[src/assert_macros.svh]
// Assertion macros for the RTL files, included by the top level
`ifndef ASSERT_MACROS_SVH
`define ASSERT_MACROS_SVH

// Same-cycle implication, sampled on clk, off while arst_n is low
`define ASSERT_IMP(lbl, ante, cons) \
	lbl: assert property (@(posedge clk) disable iff (!arst_n) (ante) |-> (cons)) \
		else $error("implication check failed");

// Next-cycle implication, sampled on clk, off while arst_n is low
`define ASSERT_NXT(lbl, ante, cons) \
	lbl: assert property (@(posedge clk) disable iff (!arst_n) (ante) |=> (cons)) \
		else $error("next-cycle check failed");

`endif

[src/tsbr_ram.sv]
// Generic single-port-write, registered-read RAM
module tsbr_ram #(
	parameter int WIDTH = 8,
	parameter int DEPTH = 16
) (
	input  logic                     clk,
	input  logic                     we,
	input  logic [$clog2(DEPTH)-1:0] waddr,
	input  logic [WIDTH-1:0]         wdata,
	input  logic [$clog2(DEPTH)-1:0] raddr,
	output logic [WIDTH-1:0]         rdata
);
	logic [WIDTH-1:0] mem [DEPTH];

	always_ff @(posedge clk) begin
		if (we) begin
			mem[waddr] <= wdata;
		end
		rdata <= mem[raddr];
	end
endmodule

[config.mk]
export PLATFORM = sky130hd
export DESIGN_NAME = tsbr_ram
export DESIGN_NICKNAME = d
export VERILOG_FILES = /design/src/assert_macros.svh /design/src/tsbr_ram.sv
export SDC_FILE = /design/constraint.sdc
export NUM_CORES = 1
export LEC_CHECK = 0
export BUFFER_PORTS_ARGS = -buffer_cell sky130_fd_sc_hd__buf_2
export CAP_MARGIN = 20
export CELL_PAD_IN_SITES_DETAIL_PLACEMENT = 1
export CELL_PAD_IN_SITES_GLOBAL_PLACEMENT = 1
export CORE_MARGIN = 2
export CORE_UTILIZATION = 35
export DETAILED_ROUTE_END_ITERATION = 7
export PLACE_DENSITY_LB_ADDON = 0.1
export SLEW_MARGIN = 20
export SYNTH_ARGS = -nofsm -noshare
export SYNTH_HDL_FRONTEND = slang
export SYNTH_SLANG_ARGS = --single-unit
[constraint.sdc]
create_clock -name clk -period 1.54 [get_ports clk]
set_input_delay 0.154 -clock clk [delete_from_list [all_inputs] [get_ports clk]]
set_output_delay 0.154 -clock clk [all_outputs]
set_load 0.01 [all_outputs]
---- Yosys cells after proc, flatten, opt, wreduce, memory -nomap -nowiden ----
Memories as Yosys holds them, arrays and structs flattened. A register that Yosys moved wholly into a read port is not among the register bits.
Index checks and enable logic that the tools add are counted.
W data, S select, Z words.
storage, ports and cells
  memories kept ........................... 1
  bits in registers ....................... 0
  bits in writable memories ............... 128
  logic and storage cells ................. 3
  input bits .............................. 18
cells by class
  muxes and demuxes ....................... 2
memories
  name  depth  bits a word  read ports  clocked after Yosys merged registers in  wr ports  line            source
  mem   16     8            1           1                                        1         tsbr_ram.sv:13  logic [WIDTH-1:0] mem [DEPTH];
operator list
  cell     count
  $mux W1  2

---- Logic depth before layout (Yosys ltp) ----
  depth in word-level cells ............... 2
  gate-level depth with buffers ........... 5
  depth with buffers taken out ............ 3

---- Worst setup path before layout ----
Ideal clock, no wire load.
  path kind ............................... input -> register
  from .................................... input waddr[2]
  to ...................................... memory mem[0][0] (enable)
  buffers on the path ..................... 0
  path slack .............................. -0.107 ns
  stages on the path ...................... 2
  library setup time ...................... 0.383 ns
  arrival ................................. 1.264 ns
  cells stage by stage .................... or3b_2 nor3_1
RTL lines
  item                line            source
  start: declaration  tsbr_ram.sv:8   input logic [$clog2(DEPTH)-1:0] waddr,
  end: declaration    tsbr_ram.sv:13
No word-level cell before the write port.

==> results.toml <==
[outcome]
status = "finished clean"

[grt]
grt_pass1_vias = 2688
grt_max_degree = 20
grt_pass1_wl_mm = 16.7
grtUsageTotal_pct = 15.0
antenna_found_initial = 0
grt-ovfl-total = 0

[sta]
drv_slew = 0
post-route-period-util_pct = 90.4
worstMarginPinSlew_ns = 0.811
hold_viol_final = 0
rsz0062_at_grt = "false"
setup_viol = 0
min_period_ns = 1.39
max_freq_ghz = 0.718
setup_tns_ns = 0
maxSlewHeadroom_pct = 45.8
clock_skew_ns = 0.00722

[power]
power_density_nw_per_um2 = 1300
ir_worst_vdd_mv = 0.662
cellLeakagePower_uw = 0.00215
power_uw = 8140

[synth]
synth_ff_type = "edfxtp_1"
synth_edf_count = 128
post_synth_num_cell_types = 19
syn_area_per_cell_um2 = 22.5
synth_top_area_cell = "edfxtp_1"
ys_warn_count = 0
syn_inst = 229
yosys-top-cells-area = "edfxtp_1 75%, mux4_2 7.9%, mux4_1 7.1%"
syn-num-nets = 247
async_reset_ff_share_pct = 0
synthTopCellsByCount = "128 x edfxtp_1, 18 x mux4_2, 16 x a22oi_1"
synth-seq-cells = 136
synth.most_common_cell = "edfxtp_1"
syn-cell-area_um2 = 5150
synth_top_area_share_pct = 74.7
seq_area_frac_synth_pct = 77.8

[final_layout]
fillers = 1371
multi_input_area_um2 = 1060
nets = 313
seqCellArea_um2 = 4000
fin_cells = 492
syn2layout_area_growth_pct = 21.7
final_util_pct = 43.4
diodes = 0
final_layout_size_suffix_gt1_share_pct = 34.4

[setup_path]
critical_path.top_delay_family = "multiplexers"
crit_buf_inv = 1
cp.arrival_ns = 1.68
cp.depth = 4
cp_max_fo = 1
cp-start-kind = "register"
slowest_stage = "mux4_2"
crit_type = "register to register"
critPathRequiredTime_ns = 1.83
critPathMaxStageDelay_ns = 0.49
r2r_cells = 4
critPathCaptureType = "register"
critical_path.cell_chain = "mux4_2 > a22oi_1 > buf_4 > nand2_1"

[min_path]
worstHoldPathType = "input pin to register"
hold_depth = 1

[placement]
gp_congestion = 0.662
port_buffers = 25
dp.cells = 460
dp_hpwl_mm = 7.28

[clock_network]
cts_hold_buffers = 0
clock_path_buffers = 2
clkSinkCount = 136
numCtsBuffers = 17
ctsResizeCount = 0
post-cts-setup-buffers = 0
clk_pin_slew_worst_paths_ns = 0.06
htree_levels = 4
clkLatencyLatePin_ns = 0.41
root_buffer = "clkbuf_16"
cts_tree = "yes"

[die]
start_util_pct = 35.7
core_um2 = 14400
dieArea_um2 = 15700
die_x_um = 125
ios = 26
rows = 44
die_y_um = 125

[route]
drt-initial-drc-count = 199
via_per_inst = 5.00
drt_wl_total_mm = 10.8
detail-route-antenna-nets = 0
via_count = 2460
dr.pass1.iters = 6
routedWlPerCell_um = 22.0
drc_errors = 0

[flow_run]
drv_cap = 0
==> per-stage QoR <==
stage,hold slack [ns],worst slack [ns],area [µm²]
after floorplan,0.253,0.120,5150
after global placement,0.540,-0.109,5740
after detailed placement,0.548,-0.133,5740
after CTS,0.111,0.125,6260
after global routing,0.121,0.0690,6260
final,0.121,0.147,6260
==> per-layer routing <==
| metal | GRT usage, % | up-vias | part of all wire (%) |
|---|---|---|---|
| met5 | 0 | - | 0 |
| met4 | 5.69 | 0 | 1.6 |
| met3 | 4.02 | 13 | 3.2 |
| met2 | 23.6 | 44 | 49 |
| met1 | 20.2 | 1294 | 46 |
| li1 | - | 1109 | - |
==> worst paths after layout <==
kind	startpoint	slack, ns	endpoint
max reg2reg	mem[2][6]	0.15	rdata[6]
max	mem[2][6]	0.15	rdata[6]
min	wdata[5]	0.12	mem[7][5]
min reg2reg	mem[11][3]	0.68	rdata[3]
==> state kept, by name (all words and copies together), names as in the netlist <==
signal and count:
mem 128, rdata 8
==> area by class of cell <==
class | count | share of cell area (%)
Clock buffer | 22 | 7.57
Tap cell | 184 | 3.67
Timing Repair Buffer | 57 | 7.03
Clock inverter | 10 | 0.859
Sequential cell | 136 | 63.9
Multi-Input combinational cell | 83 | 17.0
==> worst reg2reg max path: cells and delay by family, from the launching register on <==
kind,cells,cell delay [ns]
AO/OA/AOI/OAI,1,0.21
buffers and inverters,1,0.16
flip-flops,1,0.36
multiplexers,1,0.49
AND/OR/NAND/NOR,1,0.05
==> layout by cell type (no fill, tap or decap), drive strengths merged <==
cell / instances
edfxtp: 128
buf: 57
mux4: 32
clkbuf: 22
a22oi: 16
nor2: 13
nand2: 9
dfxtp: 8
clkinv: 8
nor3: 4
nand3b: 2
nand2b: 2
clkinvlp: 2
nor2b: 1
and2: 1
and2b: 1
nand3: 1
or3b: 1
==> logic make-up (layout without fill, tap and decap cells) <==
family | count (synthesis) | after routing | synth area share (%)
DFF | 136 | 136 | 77.8
and+or+nand+nor | 35 | 35 | 3.18
muxes | 32 | 32 | 15.0
AOI/OAI and AO/OA | 16 | 16 | 2.33
buffers and inverters | 10 | 89 | 1.68
==> power by group <==
| part | internal [µW] | switching, µW | leakage (µW) |
|---|---|---|---|
| Clock | 2150 | 1390 | 0.000263 |
| Sequential | 4140 | 24.0 | 0.00122 |
| Combinational | 196 | 237 | 0.000662 |
Note: power is estimated with default switching activity, not from simulation.
