===== src/assert_macros.svh =====
// Assertion macros for the RTL files, included by the top level
`ifndef ASSERT_MACROS_SVH
`define ASSERT_MACROS_SVH

// Same-cycle implication, sampled on clk, off while arst_n is low
`define ASSERT_IMP(lbl, ante, cons) \
	lbl: assert property (@(posedge clk) disable iff (!arst_n) (ante) |-> (cons)) \
		else $error("implication check failed");

// Next-cycle implication, sampled on clk, off while arst_n is low
`define ASSERT_NXT(lbl, ante, cons) \
	lbl: assert property (@(posedge clk) disable iff (!arst_n) (ante) |=> (cons)) \
		else $error("next-cycle check failed");

`endif


===== src/tsbr_pkg.sv =====
// Constants and types of the triangle span rasterizer
package tsbr_pkg;
	localparam int MAX_ROWS   = 1024;
	localparam int ROW_AW     = $clog2(MAX_ROWS);
	localparam int CNT_W      = ROW_AW + 1;
	localparam int COORD_BITS = 12;
	localparam int FRAC_BITS  = 16;
	localparam int WGT_W      = FRAC_BITS + 1;
	localparam int PROD_W     = 28;
	localparam int SPAN_W     = 2 * COORD_BITS;
	localparam int CFG_W      = 11;
	localparam int DIVC_W     = $clog2(FRAC_BITS + 1);

	localparam logic CMD_START = 1'b0;
	localparam logic CMD_NEXT  = 1'b1;
	localparam logic CFG_WIDTH  = 1'b0;
	localparam logic CFG_HEIGHT = 1'b1;

	localparam logic [WGT_W-1:0] ONE_FX = WGT_W'(1) << FRAC_BITS;

	typedef struct packed {
		logic signed [COORD_BITS-1:0] vy3;
		logic signed [COORD_BITS-1:0] vx3;
		logic signed [COORD_BITS-1:0] vy2;
		logic signed [COORD_BITS-1:0] vx2;
		logic signed [COORD_BITS-1:0] vy1;
		logic signed [COORD_BITS-1:0] vx1;
	} vertex_set_t;

	typedef struct packed {
		logic signed [COORD_BITS-1:0] x;
		logic signed [COORD_BITS-1:0] y;
		logic                         last;
	} edge_pos_t;
endpackage


===== src/tsbr_edge.sv =====
// Bresenham edge stepper
module tsbr_edge (
	input  logic                              clk,
	input  logic                              arst_n,
	input  logic                              load,
	input  logic                              step,
	input  logic signed [tsbr_pkg::COORD_BITS-1:0] x0,
	input  logic signed [tsbr_pkg::COORD_BITS-1:0] y0,
	input  logic signed [tsbr_pkg::COORD_BITS-1:0] x1,
	input  logic signed [tsbr_pkg::COORD_BITS-1:0] y1,
	output tsbr_pkg::edge_pos_t                pos
);
	import tsbr_pkg::*;

	logic signed [COORD_BITS-1:0] x_q, y_q, xe_q, ye_q;
	logic signed [COORD_BITS+1:0] dx_q, dy_q;
	logic signed [COORD_BITS+2:0] err_q;
	logic                         sx_q, sy_q;
	logic signed [COORD_BITS:0]   ddx, ddy;
	logic signed [COORD_BITS+1:0] adx, ady;
	logic signed [COORD_BITS+3:0] e2;
	logic                         mv_x, mv_y;

	always_comb begin
		ddx  = (COORD_BITS+1)'(x1) - (COORD_BITS+1)'(x0);
		ddy  = (COORD_BITS+1)'(y1) - (COORD_BITS+1)'(y0);
		adx  = ddx[COORD_BITS] ? -(COORD_BITS+2)'(ddx) : (COORD_BITS+2)'(ddx);
		ady  = ddy[COORD_BITS] ? -(COORD_BITS+2)'(ddy) : (COORD_BITS+2)'(ddy);
		e2   = (COORD_BITS+4)'(err_q) <<< 1;
		mv_x = e2 >= (COORD_BITS+4)'(dy_q);
		mv_y = e2 <= (COORD_BITS+4)'(dx_q);
	end

	always_ff @(posedge clk or negedge arst_n) begin
		if (!arst_n) begin
			x_q   <= '0;
			y_q   <= '0;
			xe_q  <= '0;
			ye_q  <= '0;
			dx_q  <= '0;
			dy_q  <= '0;
			err_q <= '0;
			sx_q  <= 1'b0;
			sy_q  <= 1'b0;
		end else if (load) begin
			x_q   <= x0;
			y_q   <= y0;
			xe_q  <= x1;
			ye_q  <= y1;
			dx_q  <= adx;
			dy_q  <= -ady;
			err_q <= (COORD_BITS+3)'(adx) - (COORD_BITS+3)'(ady);
			sx_q  <= x0 < x1;
			sy_q  <= y0 < y1;
		end else if (step) begin
			if (mv_x) begin
				x_q <= sx_q ? x_q + COORD_BITS'(1) : x_q - COORD_BITS'(1);
			end
			if (mv_y) begin
				y_q <= sy_q ? y_q + COORD_BITS'(1) : y_q - COORD_BITS'(1);
			end
			err_q <= err_q + (mv_x ? (COORD_BITS+3)'(dy_q) : '0)
				+ (mv_y ? (COORD_BITS+3)'(dx_q) : '0);
		end
	end

	assign pos.x    = x_q;
	assign pos.y    = y_q;
	assign pos.last = (x_q == xe_q) && (y_q == ye_q);
endmodule


===== config.mk =====
export PLATFORM = sky130hd
export DESIGN_NAME = tsbr_edge
export DESIGN_NICKNAME = d
export VERILOG_FILES = /design/src/assert_macros.svh /design/src/tsbr_pkg.sv /design/src/tsbr_edge.sv
export SDC_FILE = /design/constraint.sdc
export NUM_CORES = 1
export LEC_CHECK = 0
export BUFFER_PORTS_ARGS = -buffer_cell sky130_fd_sc_hd__buf_2
export CAP_MARGIN = 20
export CORE_MARGIN = 5
export CORE_UTILIZATION = 65
export DETAILED_ROUTE_END_ITERATION = 8
export HOLD_SLACK_MARGIN = 0.08
export PLACE_DENSITY = 0.86
export SETUP_SLACK_MARGIN = 0.15
export SLEW_MARGIN = 0
export SYNTH_ARGS = -nofsm -noshare
export SYNTH_HDL_FRONTEND = slang
export SYNTH_SLANG_ARGS = --single-unit
export TNS_END_PERCENT = 5

===== constraint.sdc =====
create_clock -name clk -period 13.6 [get_ports clk]
set_input_delay 0 -clock clk [delete_from_list [all_inputs] [get_ports clk]]
set_output_delay 0 -clock clk [all_outputs]
set_load 0.005 [all_outputs]

## After elaboration in Yosys (flattened, before gate mapping)

Index checks and enable logic that the tools add are counted.

- Memory bits (read-only): 0
- Output and inout bits: 25
- RAM bits: 0
- Bits in latches: 0
- Bits of input ports: 52
- Memories: 0
- Flip-flop bits (word level): 93
- Logic and storage cells: 47

- Equal/unequal tests: 2
- $lt $le $gt $ge: 4
- Div/mod/pow operators: 0
- Reduce and logical (&&, ||, !) cells: 6
- Multiply operators: 0
- Bitwise logic cells: 0
- Add/subtract/negate cells: 12
- Muxes and demuxes: 14
- Shift operators: 0

Operators with widths:

| cell | number |
|---|---|
| $mux W12 | 8 |
| $mux W15 | 4 |
| $add A15 B15 Y15 | 2 |
| $mux W14 | 2 |
| $neg A13 Y14 | 2 |
| $sub A12 B12 Y13 | 2 |
| $add A12 B2 Y12 const B | 2 |
| $eq A12 B12 Y1 | 2 |
| $lt A12 B12 Y1 | 2 |
| $sub A12 B2 Y12 const B | 2 |
| $ge A16 B14 Y1 | 1 |
| $le A16 B14 Y1 | 1 |
| $sub A14 B14 Y15 | 1 |
| $neg A14 Y14 | 1 |
| $reduce_bool A2 Y1 | 3 |
| $reduce_and A2 Y1 | 2 |
| $logic_and A1 B1 Y1 | 1 |

## Logic depth before layout (Yosys ltp)

- Depth in word-level cells: 6
- Depth in mapped cells: 24
- Depth with buffers taken out: 23

## Least setup slack after synthesis

No wires, ideal clock.

- Kind: reg-to-reg
- Start: register err_q[1]
- End: register err_q[13]
- Arrival time: 4.837 ns
- Slack: 8.636 ns
- Stages on the path, launching flop included: 22
- Period minus slack after synthesis: 4.964 ns
- Library setup time: 0.128 ns
- Path buffers: 1
- Data required time: 13.472 ns
- Cell sequence: dfrtp_1 > ha_1 > and4b_1 > a211o_1 > a221oi_1 > o221ai_1 > mux2i_1 > clkbuf_1 > nor2_1 > fa_1 > ha_1 > fa_1 > a21o_1 > a21oi_1 > o21bai_1 > a21o_1 > a21oi_1 > o21ai_0 > o41ai_1 > xnor2_1 > a211oi_1 > nor3_1

- Word-level cells in the longest chain between the ends: 6
- Elaborated cells between the ends (all ways): 8
- Classes of those cells: add/sub: 2; order compare: 2; mux: 4

RTL lines:

| element | line | text |
|---|---|---|
| start, declared | tsbr_edge.sv:17 | `logic signed [COORD_BITS+2:0] err_q;` |
| start signal, assigned | tsbr_edge.sv:52 | `err_q <= (COORD_BITS+3)'(adx) - (COORD_BITS+3)'(ady);` |
| start signal, assigned | tsbr_edge.sv:62 | `err_q <= err_q + (mv_x ? (COORD_BITS+3)'(dy_q) : '0)` |
| $ge A16 B14 Y1 | tsbr_edge.sv:30 | `mv_x = e2 >= (COORD_BITS+4)'(dy_q);` |
| $mux W15 | tsbr_edge.sv:62 |  |
| $add A15 B15 Y15 | tsbr_edge.sv:62 |  |
| $add A15 B15 Y15 (*) | tsbr_edge.sv:63 | `+ (mv_y ? (COORD_BITS+3)'(dx_q) : '0);` |
| $mux W15 (*) | tsbr_edge.sv:55 | `end else if (step) begin` |
| $mux W15 (*) | tsbr_edge.sv:45 | `end else if (load) begin` |

Mark *: on every way between the ends. The rest lies on a longest branch, timed or not. The select of a mux whose other input is x is not followed.
A chain may end at the register's enable or synchronous reset.

## Worst setup path after layout

Same ends and word-level chain as after synthesis.

==> results.txt <==
post-synthesis mux area share - 5.06%
Antenna diodes - 0
most common cell in the netlist - ha_1
CORE AREA - 14,500 sq um
RSZ-0062 raised after global routing - false
Mapped Area - 9620 sq um
GRT Total Usage - 30.0%
worst path required time - 13.83 ns
sequential share of the synthesized area - 24.2%
worst path arrival time - 5.59 ns
Synth top area share - 24.2%
Die Span Y - 132 um
CTS sink cnt - 93
syn_area_per_cell - 8.76 sq um
CTS H-tree depth - 3
CTS tree - done
Longest Clk Path Bufs - 2
routed wire length - 25,800 um
number of flops mapped to enable cells by yosys - 0
NumNets Final - 1,381
vias in the first global route - 8,674
Mapped Cells - 1,099
Fmax achieved - 187 MHz
worst setup path category - flop to flop
Hold Fails Final Rpt - 0
DRC errors left - 0
die width - 132 um
top cells by count, synth - 105 x ha_1, 95 x inv_1, 93 x dfrtp_1
class of the worst hold path - input pin to flop
measured slew at the worst slew-check pin - 1.00 ns
Critical Path Source Type - flop
Yosys reg bits - 93
final slew viol count - 0
via count - 8,704
final antenna-violating net count - 0
max-cap viol count - 0
gpl congestion - 0.901
initial drt markers - 652
combinational family with the most area after synthesis - compound AO/OA/AOI/OAI gates
DRT Pass-1 Iters - 5
Async SR Flop Fraction - 100%
DP HPWL - 18,200 um
Skew-Pair Late Insertion Delay - 0.35 ns
IO Pins - 77
PwrDens - 203 nW/um^2
Clk Tree Root Cell - clkbuf_16
row cnt - 44
post_cts resized - 0
IO Port Bufs - 76
leakage - 5.19 nW
drt via density - 6.25
syn nets - 1,276
clock-pin slew on the worst setup and hold paths - 0.06 ns
die footprint - 17,300 sq um
Final Critical Period - 5.36 ns
share of layout cells above drive strength 1 - 13.0%
simple-gate share of the synthesized area - 15.8%
adder-cell share of the synthesized area - 18.0%
Max FO, Critical Path - 14
Synth Warn # - 0
run status - completed
compound-cell area share of the yosys netlist - 21.4%
hold slack - 0.163 ns
Max VDD drop - 0.000120 V
Area Growth Syn to Fin - 13.5%
Crit. End Element - flop
final setup TNS - 0 ns
gr ovfl total - 0
total CTS buffers - 9
initial antenna violation count - 0
xor/xnor share of the synthesized area - 10.2%
Avg WL per Cell - 18.5 um
top_reg_cell synth - dfrtp_1
first-pass GRT wire length - 43,200 um
Relative slew margins - 33.0%
Area contributors post-synth - dfrtp_1 24%, ha_1 14%, xnor2_1 5.5%, a21oi_1 4.7%, fa_1 4.2%
post-synth top area cell - dfrtp_1
Yosys cell types - 92
clock skew - 0.00842 ns
crit share post-route - 39.4%
initial core utilization - 66.2%
largest net degree at the start of global routing - 101
Final setup viols - 0
==> cell families (layout without fill, tap and decap cells) <==
kind of cell               count (synthesis)  after routing
AOI/OAI and AO/OA                        300            300
xor gates and xnor gates                 107            107
adders and majority gates                127            127
buffers and inverters                    131            241
DFF                                       93             93
muxes                                     45             45
other                                      2              2
and+or+nand+nor                          294            294
==> power breakdown <==
part | switching (mW) | leakage (nW) | internal, mW
sequential | 0.0883 | 1.08 | 0.351
combinational | 0.840 | 3.96 | 0.684
clock | 0.110 | 0.152 | 0.147
total | 1.04 | 5.19 | 1.18
==> placed cells by master (no fill, tap or decap), types with 4 or more instances in the layout <==
master / synthesis / layout
ha_1: 105 / 105
inv_1: 95 / 95
dfrtp_1: 93 / 93
a21oi_1: 91 / 91
nor2_1: 88 / 88
buf_2: 4 / 74
xnor2_1: 60 / 60
nand2_1: 50 / 50
dlygate4sd3_1: 0 / 49
o21ai_0: 45 / 45
xor2_1: 42 / 42
a21o_1: 34 / 34
mux2_2: 29 / 29
a211oi_1: 28 / 28
nor3_1: 26 / 26
fa_1: 20 / 20
mux2i_1: 16 / 16
nand3_1: 16 / 16
nor2b_1: 16 / 16
nand2b_1: 15 / 15
and2_1: 15 / 15
o21bai_1: 15 / 15
nand4_1: 11 / 11
o211ai_1: 11 / 11
o21a_1: 10 / 10
and3_1: 10 / 10
clkbuf_16: 0 / 9
nor3b_1: 8 / 8
buf_4: 0 / 7
nor4_1: 6 / 6
o21ai_1: 5 / 5
o31ai_1: 5 / 5
a31oi_1: 5 / 5
or2_2: 4 / 4
or3_1: 4 / 4
xnor2_2: 4 / 4
==> path summary, 6_finish.rpt <==
check                                           from                    end  slack [ns]  cells past startpoint
worst max-delay path            err_q[1]$_DFFE_PN0P_  err_q[13]$_DFFE_PN0P_        8.24                     21
worst min-delay path                            load     y_q[2]$_DFFE_PN0P_        0.16                      3
worst max register to register  err_q[1]$_DFFE_PN0P_  err_q[13]$_DFFE_PN0P_        8.24                     21
worst min register to register   dx_q[8]$_DFFE_PN0P_    dx_q[8]$_DFFE_PN0P_        0.52                      1
max in group asynchronous                     arst_n   dy_q[13]$_DFFE_PN0P_       12.34                      3
min in group asynchronous                     arst_n     x_q[2]$_DFFE_PN0P_        0.21                      2
==> state kept, by name, summed over array words and instances, names as in the netlist <==
name	cells
x_q	12
xe_q	12
sy_q	1
err_q	15
dy_q	14
sx_q	1
y_q	12
dx_q	14
ye_q	12
==> per-layer routing <==
metal  up-vias  track usage [%]  wire length [um]
met5         -                0                 0
li1       4115                -                 -
met4         0             13.2               969
met2       359             49.8             12300
met1      4160             39.4             11000
met3        70             3.48              1460
==> area by class of cell <==
cell class,instances,area [sq um]
multi-input cells,875,6790
fillers,980,3610
flip-flops and latches,93,2330
repair buffers,130,913
inverters,95,357
clock buffers,10,239
well taps,184,230
clock inverters,6,62.6
==> critical path, stage by stage (launching register included) <==
cell and delay [ns]:
dfrtp_1 0.44, ha_1 0.31, and4b_1 0.21, a211o_1 0.29, a221oi_1 0.30, o221ai_1 0.20
mux2i_1 0.23, buf_4 0.23, nor2_1 0.08, fa_1 0.44, ha_1 0.24, fa_1 0.42
a21o_1 0.20, a21oi_1 0.22, o21bai_1 0.09, a21o_1 0.20, a21oi_1 0.18, o21ai_0 0.17
o41ai_1 0.36, xnor2_1 0.12, a211oi_1 0.24, nor3_1 0.09
==> through the flow <==
step	setup WS [ns]	utilization (%)	instance area, sq um	std cells	power (mW)
2_1_floorplan	8.64	-	9620	1099	1.58
3_3_place_gp	8.45	69.7	10100	1328	1.85
3_5_place_dp	8.23	69.7	10100	1328	1.91
4_1_cts	8.22	75.1	10900	1393	2.19
5_1_grt	7.89	75.1	10900	1393	2.44
6_report	8.24	75.1	10900	1393	2.22
==> repair_timing <==
item / 4_1_cts / 5_1_grt
hold endpoints to repair: 94 / 0
setup buffers: 0 / 0
hold buffers: 49 / 0
Note: power is estimated with default switching activity, not from simulation.
