$ cat config.mk
export PLATFORM = sky130hd
export DESIGN_NAME = tsbr_div
export DESIGN_NICKNAME = d
export VERILOG_FILES = /design/src/assert_macros.svh /design/src/tsbr_pkg.sv /design/src/tsbr_div.sv
export SDC_FILE = /design/constraint.sdc
export NUM_CORES = 1
export LEC_CHECK = 0
export BUFFER_PORTS_ARGS = -buffer_cell sky130_fd_sc_hd__buf_2
export CORE_UTILIZATION = 47
export CTS_CLUSTER_SIZE = 10
export DETAILED_ROUTE_END_ITERATION = 10
export PLACE_DENSITY = 0.69
export SKIP_CTS_REPAIR_TIMING = 1
export SYNTH_ARGS = -nofsm -noshare
export SYNTH_HDL_FRONTEND = slang
export SYNTH_SLANG_ARGS = --single-unit
$ cat constraint.sdc
create_clock -name clk -period 3.95 [get_ports clk]
set_input_delay 0.1975 -clock clk [delete_from_list [all_inputs] [get_ports clk]]
set_output_delay 0.1975 -clock clk [all_outputs]
set_load 0.03 [all_outputs]
$ cat src/assert_macros.svh
// Assertion macros for the RTL files, included by the top level
`ifndef ASSERT_MACROS_SVH
`define ASSERT_MACROS_SVH

// Same-cycle implication, sampled on clk, off while arst_n is low
`define ASSERT_IMP(lbl, ante, cons) \
	lbl: assert property (@(posedge clk) disable iff (!arst_n) (ante) |-> (cons)) \
		else $error("implication check failed");

// Next-cycle implication, sampled on clk, off while arst_n is low
`define ASSERT_NXT(lbl, ante, cons) \
	lbl: assert property (@(posedge clk) disable iff (!arst_n) (ante) |=> (cons)) \
		else $error("next-cycle check failed");

`endif

$ cat src/tsbr_pkg.sv
// Constants and types of the triangle span rasterizer
package tsbr_pkg;
	localparam int MAX_ROWS   = 1024;
	localparam int ROW_AW     = $clog2(MAX_ROWS);
	localparam int CNT_W      = ROW_AW + 1;
	localparam int COORD_BITS = 12;
	localparam int FRAC_BITS  = 16;
	localparam int WGT_W      = FRAC_BITS + 1;
	localparam int PROD_W     = 28;
	localparam int SPAN_W     = 2 * COORD_BITS;
	localparam int CFG_W      = 11;
	localparam int DIVC_W     = $clog2(FRAC_BITS + 1);

	localparam logic CMD_START = 1'b0;
	localparam logic CMD_NEXT  = 1'b1;
	localparam logic CFG_WIDTH  = 1'b0;
	localparam logic CFG_HEIGHT = 1'b1;

	localparam logic [WGT_W-1:0] ONE_FX = WGT_W'(1) << FRAC_BITS;

	typedef struct packed {
		logic signed [COORD_BITS-1:0] vy3;
		logic signed [COORD_BITS-1:0] vx3;
		logic signed [COORD_BITS-1:0] vy2;
		logic signed [COORD_BITS-1:0] vx2;
		logic signed [COORD_BITS-1:0] vy1;
		logic signed [COORD_BITS-1:0] vx1;
	} vertex_set_t;

	typedef struct packed {
		logic signed [COORD_BITS-1:0] x;
		logic signed [COORD_BITS-1:0] y;
		logic                         last;
	} edge_pos_t;
endpackage

$ cat src/tsbr_div.sv
// Clamped fixed-point weight divider, one quotient bit per cycle
module tsbr_div (
	input  logic                               clk,
	input  logic                               arst_n,
	input  logic                               start,
	input  logic signed [tsbr_pkg::PROD_W-1:0] num,
	input  logic signed [tsbr_pkg::PROD_W-1:0] den,
	output logic                               busy,
	output logic [tsbr_pkg::WGT_W-1:0]         quo
);
	import tsbr_pkg::*;

	logic [PROD_W-1:0] na, da, rem_q, dv_q, sh;
	logic [DIVC_W-1:0] cnt_q;
	logic [WGT_W-1:0]  quo_q;
	logic              busy_q;

	always_comb begin
		na = num[PROD_W-1] ? PROD_W'(-num) : PROD_W'(num);
		da = den[PROD_W-1] ? PROD_W'(-den) : PROD_W'(den);
		sh = {rem_q[PROD_W-2:0], 1'b0};
	end

	always_ff @(posedge clk or negedge arst_n) begin
		if (!arst_n) begin
			busy_q <= 1'b0;
			cnt_q  <= '0;
			quo_q  <= '0;
			rem_q  <= '0;
			dv_q   <= '0;
		end else if (start) begin
			quo_q <= '0;
			if (num == '0 || num[PROD_W-1] != den[PROD_W-1]) begin
				busy_q <= 1'b0;
			end else if (na >= da) begin
				quo_q  <= ONE_FX;
				busy_q <= 1'b0;
			end else begin
				rem_q  <= na;
				dv_q   <= da;
				cnt_q  <= DIVC_W'(FRAC_BITS);
				busy_q <= 1'b1;
			end
		end else if (busy_q) begin
			if (sh >= dv_q) begin
				rem_q <= sh - dv_q;
				quo_q <= {quo_q[WGT_W-2:0], 1'b1};
			end else begin
				rem_q <= sh;
				quo_q <= {quo_q[WGT_W-2:0], 1'b0};
			end
			cnt_q <= cnt_q - DIVC_W'(1);
			if (cnt_q == DIVC_W'(1)) begin
				busy_q <= 1'b0;
			end
		end
	end

	assign busy = busy_q;
	assign quo  = quo_q;
endmodule

# == After elaboration in Yosys (flattened, before gate mapping) ==
# Cells that the tools add are included.
# op_classes
n_mux,21
bitwise_logic,2
addsub,4
n_lt_le_gt_ge,2
n_reduce_logical,5
n_eq_ne,4
# ops
operator,n
two-way mux 27 bit,5
two-way mux 17 bit,4
greater-or-equal comparator 28 bit,2
two-way mux 28 bit,2
negation 28 bit,2
logical NOT 28 bit,1
subtractor 27 bit,1
two-way mux 5 bit,4
two-way mux 1 bit,6
AND reduction 3 bit,2
equality test 5 x 1 -> 1 bit (second input constant),1
subtractor 5 x 1 -> 5 bit (second input constant),1
!= test 2 bit (second input constant),2
inverter 1 bit,2
nonzero test 2 bit,1
logical OR 1 bit,1
!= test 1 bit,1
# word_totals
output_inout_bits,18
ff_bits,78

# == Logic depth before layout (Yosys ltp) ==
# Gate-level depths: netlist of the first run.
# logic_depth
word_depth,6
mapped_depth,19
ltp_nobuf,17

# == Least setup slack after synthesis of the first run ==
# OpenSTA, ideal clock, no wires.
# synth_path
path_kind,input-to-reg
start,in den[10] (netlist bit)
end,reg rem_q[17]
arrival_ps,4441
setup_time_ps,126
slack_ps,-617
stages,15
path_buffers,1
required_ps,3824
cell_sequence,or4_4 or4_4 or4_4 or4_4 o41ai_2 xor2_1 ha_1 a21oi_1 nor2b_1 o21ai_0 o21ai_0 a211oi_1 a21oi_1 buf_2 a221o_1
# synth_between
elab_chain_cells,5
# synth_rtl
item,line_no,source
from (decl),tsbr_div.sv:7,"input logic signed [tsbr_pkg::PROD_W-1:0] den,"
negation 28 bit,tsbr_div.sv:20,da = den[PROD_W-1] ? PROD_W'(-den) : PROD_W'(den);
two-way mux 28 bit (*),tsbr_div.sv:20,
greater-or-equal comparator 28 bit (*),tsbr_div.sv:35,end else if (na >= da) begin
!= test 2 bit (no line) (*),-,
AND reduction 3 bit (no line) (*),-,
to (signal assigned),tsbr_div.sv:39,rem_q <= na;
to (signal assigned),tsbr_div.sv:46,rem_q <= sh - dv_q;
to (signal assigned),tsbr_div.sv:49,rem_q <= sh;
to (decl),tsbr_div.sv:13,"logic [PROD_W-1:0] na, da, rem_q, dv_q, sh;"
# Every way passes the cells marked *; elsewhere a longest branch is shown, timed or not.
# A chain may end at the register's enable or synchronous reset.

# == Worst setup path after layout of the first run ==
# layout_path
start,in den[10] (netlist bit)
end,reg rem_q[25]
# Same word-level chain as after synthesis.

==> results.toml, run 1 <==
[sta]
whs_ns = 0.223
finalSetupViolCount = 58
slew_headroom_pct = 53.7
hold_violations = 0
rsz0062_at_grt = "true"
setup_ws_ns = -0.253
worst_pin_slew_ns = 0.689
fin_skew_ns = 0.0113
fin_crit_ns = 4.20
fin_setup_tns_ns = -9.36
period_share_pct = 106
slew_violations = 0
max_freq_ghz = 0.238

[power]
p_seq_share_pct = 22.2
finalPower_mw = 5.90
internal-power_mw = 3.14
ir_drop_v = 0.000439
clockPowerShare_pct = 14.0
pwr_density_cell_mw_per_mm2 = 707
power_frac_comb_pct = 63.8
switching_share_pct = 46.7
power_switching_mw = 2.75
power.leakage_nw = 3.82

[worst_setup_path]
ff2ff_path_depth = 12
end_kind = "flop"
crit_fanout = 6
slowest_delay_ns = 0.53
criticalPathCategory = "in2reg"
required_ns = 4.16
path_cells = "buf_6, or4_4, or4_4, or4_4, or4_4, o41ai_4, xor2_1, ha_1, a21oi_1, nor2b_1, o21ai_1, o21ai_2, a211oi_4, buf_4, buf_6, a21oi_2, a31oi_1, o211ai_1"
slowest_stage = "or4_4"
cp_common_cell = "or4_4"
critPathBufInv = 3
worstPathArrival_ns = 4.41
cp_top_family = "simple AND/OR/NAND/NOR gates"
critPathLaunchType = "input pin"
path_depth = 18

[floorplanning]
pin_count = 77
die_area_mm2 = 0.0146
core_mm2 = 0.0138
die_h_um = 121
placementRows = 43
dieWidth_um = 121
initial_core_util_pct = 48.0

[final_layout]
final_util_pct = 60.3
layout-drive-gt1-share_pct = 23.8
fill_cells = 1226
regArea_mm2 = 0.00195
finalNetCount = 1045
fin_cells = 1109
multi_input_area_mm2 = 0.00463
area_growth_pct = 25.6
fin_area_mm2 = 0.00834
antenna_cells = 0

[placed_design]
dp.cells = 1075
dp_hpwl_mm = 13.3
detailed_place.area_mm2 = 0.00760
place_ws_ns = -0.523
port_buffers = 76
place_congestion = 0.886

[synth]
yosys-top-cells-area = "dfrtp_1 (29%), ha_1 (11%), nand2_1 (5.3%)"
synthArstFlopShare_pct = 100
syn_area_mm2 = 0.00664
seq_area_frac_synth_pct = 29.4
synth-edff-count = 0
synth_top_cell_by_area = "dfrtp_1"
syn-num-nets = 927
synth_top_area_share_pct = 29.4
synth.distinct_cells = 58
ys.flop_type = "dfrtp_1"
netlist_instances = 807
ys_ff_latch = 78
syn_area_per_cell_um2 = 8.23
yosysWarnings = 0

[hold_path]
holdPathStages = 2
hp-class = "in2reg"

[global_route]
grt_first_pass_wirelength_mm = 27.7
met3_usage_pct = 3.92
met2_usage_pct = 34.7
grtUsageMet1_pct = 36.1
grt_max_degree = 55
antenna_found_initial = 0
top_usage_layer = "met1"
grt-ovfl-total = 0
grt_use_total_pct = 24.0
grt_pass1_vias = 5625

[clock_network]
cts-root-buf = "clkbuf_16"
cts.sinks = 78
cts.htree.levels = 3
cts_buffers = 9
clock_latency_ns = 0.35
clockBufferDepth = 2
clkTransAtPathRegs_ns = 0.06
cts_tree = "done"

[detailed_routing]
first_pass_iters = 8
vias = 6295
drt_iter0_markers = 379
ant_nets = 0
routed_wl_mm = 17.9
drc = 1
drt-wirelength-per-cell_um = 16.2
vias_per_cell = 5.68

[run_status]
outcome = "finished with violations"
violations = "design-rule violations, negative setup slack"

[flow_run]
max_cap_violations = 0
final timing paths:
check	to	start	slack, ns
hold / removal	quo[16]$_DFFE_PN0P_	start	0.22
setup reg to reg	rem_q[5]$_DFFE_PN0P_	dv_q[5]$_DFFE_PN0P_	0.69
hold reg to reg	dv_q[9]$_DFFE_PN0P_	dv_q[9]$_DFFE_PN0P_	0.49
min in group asynchronous	quo[6]$_DFFE_PN0P_	arst_n	0.43
setup / recovery	rem_q[25]$_DFFE_PN0P_	den[10]	-0.25
max in group asynchronous	dv_q[0]$_DFFE_PN0P_	arst_n	2.67
power by group through the flow:
stage | Clock (mW) | Combinational (mW) | Sequential, mW
final | 0.824 | 3.76 | 1.31
after global routing | 0.868 | 4.17 | 1.34
after CTS | 0.834 | 3.56 | 1.28
after detailed placement | 0 | 3.52 | 1.29
after global placement | 0 | 3.52 | 1.29
after floorplan | 0 | 2.69 | 1.24
cells in the final DEF (no fill, tap or decap), types with 34 or more instances in the layout:
master	instances
buf_4	49
xor2_1	37
dfrtp_1	78
a21oi_1	44
xnor2_1	39
o21ai_0	34
nor2_1	65
buf_2	73
nand2_1	76
ha_1	59
inv_1	46
registers in the layout, summed over array words and instances (netlist names):
register	count
busy	1
cnt_q	5
dv_q	28
quo	17
rem_q	27
metal layers:
metal / vias to the layer above / wire length [um]
met4: 0 / 333
met3: 23 / 879
met5: - / 0
li1: 3156 / -
met1: 2931 / 8910
met2: 185 / 7810
Yosys cell counts (all sizes together), types with 4 or more instances:
master   count
o31ai       28
nand2       93
a21o         7
clkbuf      27
or3          5
xor2        38
nand3       12
nor3        15
a2bb2oi      4
a22o         6
nor2        65
a211oi      16
or4          9
nand4       14
nor4         8
a21oi       48
nor2b        7
dfrtp       78
or2          6
o41ai        4
mux2i       21
and3         6
ha          60
inv         46
o21ai       72
nand2b       5
a31oi       12
buf         10
o211ai      13
xnor2       39
logic make-up (layout without fill, tap and decap cells):
kind of cell / Yosys count / count (layout) / synth area share [%]
AO/OA/AOI/OAI: 231 / 231 / 22.2
XOR/XNOR: 77 / 77 / 10.2
adder cells (fa/ha/maj): 61 / 61 / 11.6
buffers and inverters: 83 / 205 / 4.79
flip-flops: 78 / 78 / 29.4
multiplexers: 23 / 23 / 3.51
AND/OR/NAND/NOR: 254 / 254 / 18.3
cell type report:
cell class,instances,share of cell area [%]
Multi-Input combinational cell,646,55.5
Sequential cell,78,23.4
Timing Repair Buffer,144,12.8
Clock buffer,9,2.70
Tap cell,180,2.70
Inverter,46,2.07
Clock inverter,6,0.751
No activity file was read; power rests on OpenSTA's default activity.
==> inputs of run 2 (changes only) <==
--- a/config.mk
+++ b/config.mk
@@ -5,7 +5,9 @@
 export SDC_FILE = /design/constraint.sdc
 export NUM_CORES = 1
 export LEC_CHECK = 0
+export ABC_AREA = 0
 export BUFFER_PORTS_ARGS = -buffer_cell sky130_fd_sc_hd__buf_2
+export CORE_MARGIN = 1.5
 export CORE_UTILIZATION = 47
 export CTS_CLUSTER_SIZE = 10
 export DETAILED_ROUTE_END_ITERATION = 10
==> run 2 against run 1 <==
The flow finishes with violations (negative hold slack, negative setup slack); flip-flop and latch count did not move; fmax fell by 2.9%; die area rose by 1.7%; worst hold slack got worse by 0.23 ns; sequential share of layout area fell by 1.1 points; sequential power barely moved; largest cell class unchanged; largest power group unchanged.
==> results.toml, run 2 (synthesis gave the netlist of run 1 again) <==
[run_status]
outcome = "finished with violations"
violations = "negative hold slack, negative setup slack"

[global_route]
grt_use_total_pct = 23.4
grt-ovfl-total = 0
grt_first_pass_wirelength_mm = 27.7
grt_pass1_vias = 5557
grt_max_degree = 79
antenna_found_initial = 0

[placed_design]
port_buffers = 76
dp.cells = 1076
dp_hpwl_mm = 13.1
place_congestion = 0.855
detailed_place.area_mm2 = 0.00760
place_ws_ns = -0.586

[worst_setup_path]
crit_fanout = 7
slowest_delay_ns = 0.53
r2r-start = "dv_q[5]$_DFFE_PN0P_"
cp_common_cell = "or4_4"
slowest_stage = "or4_4"
path_cells = "buf_6, or4_4, or4_4, or4_4, or4_4, o41ai_4, xor2_1, ha_1, a21oi_1, nor2b_1, o21ai_1, o21ai_2, a211oi_4, nand2_4, buf_8, mux2i_1, o211ai_1"
ff2ff_path_depth = 12
required_ns = 4.17
critPathLaunchType = "input pin"
critPathBufInv = 2
end_kind = "flop"
criticalPathCategory = "in2reg"
reg2reg_to = "rem_q[6]$_DFFE_PN0P_"
cp_top_family = "simple AND/OR/NAND/NOR gates"
r2r_setup_slack_ns = 0.59
worstPathArrival_ns = 4.55

[sta]
setup_ws_ns = -0.377
hold_violations = 4
whs_ns = -0.0111
fin_crit_ns = 4.33
fin_setup_tns_ns = -18.63
period_share_pct = 110
fin_skew_ns = 0.00727
max_freq_ghz = 0.231
finalSetupViolCount = 62
worst_pin_slew_ns = 1.02
slew_headroom_pct = 31.7
slew_violations = 0
rsz0062_at_grt = "true"

[floorplanning]
initial_core_util_pct = 48.0
placementRows = 43
core_mm2 = 0.0138
pin_count = 77
dieWidth_um = 122
die_h_um = 122
die_area_mm2 = 0.0148

[detailed_routing]
ant_nets = 0
drc = 0
routed_wl_mm = 19.1
first_pass_iters = 5
drt_iter0_markers = 443
vias_per_cell = 5.83
drt-wirelength-per-cell_um = 17.1
vias = 6516

[power]
ir_drop_v = 0.000317
pwr_density_cell_mw_per_mm2 = 725
finalPower_mw = 6.35
power.leakage_nw = 3.98

[final_layout]
antenna_cells = 0
final_util_pct = 63.4
fin_area_mm2 = 0.00876
mostFrequentLayoutCell = "dfrtp_1"
regMostFlops = "dv_q"
layout-drive-gt1-share_pct = 28.4
fin_cells = 1117
mostFrequentLayoutCells = "dfrtp_1 (78), buf_2 (73), nor2_1 (63), nand2_1 (63), ha_1 (59)"
area_growth_pct = 32.0
finalNetCount = 1052
largest_register_ffs = 28

[hold_path]
hp-class = "in2async"

[clock_network]
cts-root-buf = "clkbuf_16"
clockBufferDepth = 2
cts_tree = "done"
clkTransAtPathRegs_ns = 0.06
cts.sinks = 78
cts.htree.levels = 3
clock_latency_ns = 0.35
cts_buffers = 9

[flow_run]
max_cap_violations = 0
==> run 2: changes by cell type in the layout (fill, tap and decap cells not counted), sizes merged <==
cell	delta
inv	+1
dlygate4sd3	-1
clkinvlp	+1
clkbuf	+3
buf	+6
bufinv	+2
clkinv	-4
==> run 2: worst max-delay path by stage <==
stage | end | start | cells past startpoint
after floorplan | rem_q[17]$_DFFE_PN0P_ | den[10] | 15
after global placement | rem_q[23]$_DFFE_PN0P_ | den[4] | 18
after detailed placement | rem_q[1]$_DFFE_PN0P_ | den[4] | 18
after CTS | rem_q[1]$_DFFE_PN0P_ | den[4] | 18
after global routing | rem_q[23]$_DFFE_PN0P_ | den[10] | 17
final | rem_q[23]$_DFFE_PN0P_ | den[10] | 17
==> run 2: layout make-up <==
type	count	area, um2
timing repair buffer	151	1200
sequential	78	1950
clock inverter	6	115
fill	1126	5060
multi-input combinational	646	4850
clock buffer	10	239
inverter	46	173
tap	180	225
==> run 2: per-layer routing <==
layer	vias to the layer above	part of all wire (%)	track usage, %
met5	-	0	0
met4	0	1.7	6.69
met3	31	5.7	3.46
met2	231	46	35.1
met1	3077	47	34.9
li1	3177	-	-
==> run 2: power breakdown <==
| group | leakage (nW) | internal [mW] | switching, mW |
|---|---|---|---|
| combinational | 2.82 | 1.72 | 2.30 |
| sequential | 0.990 | 1.07 | 0.266 |
| clock | 0.170 | 0.639 | 0.357 |
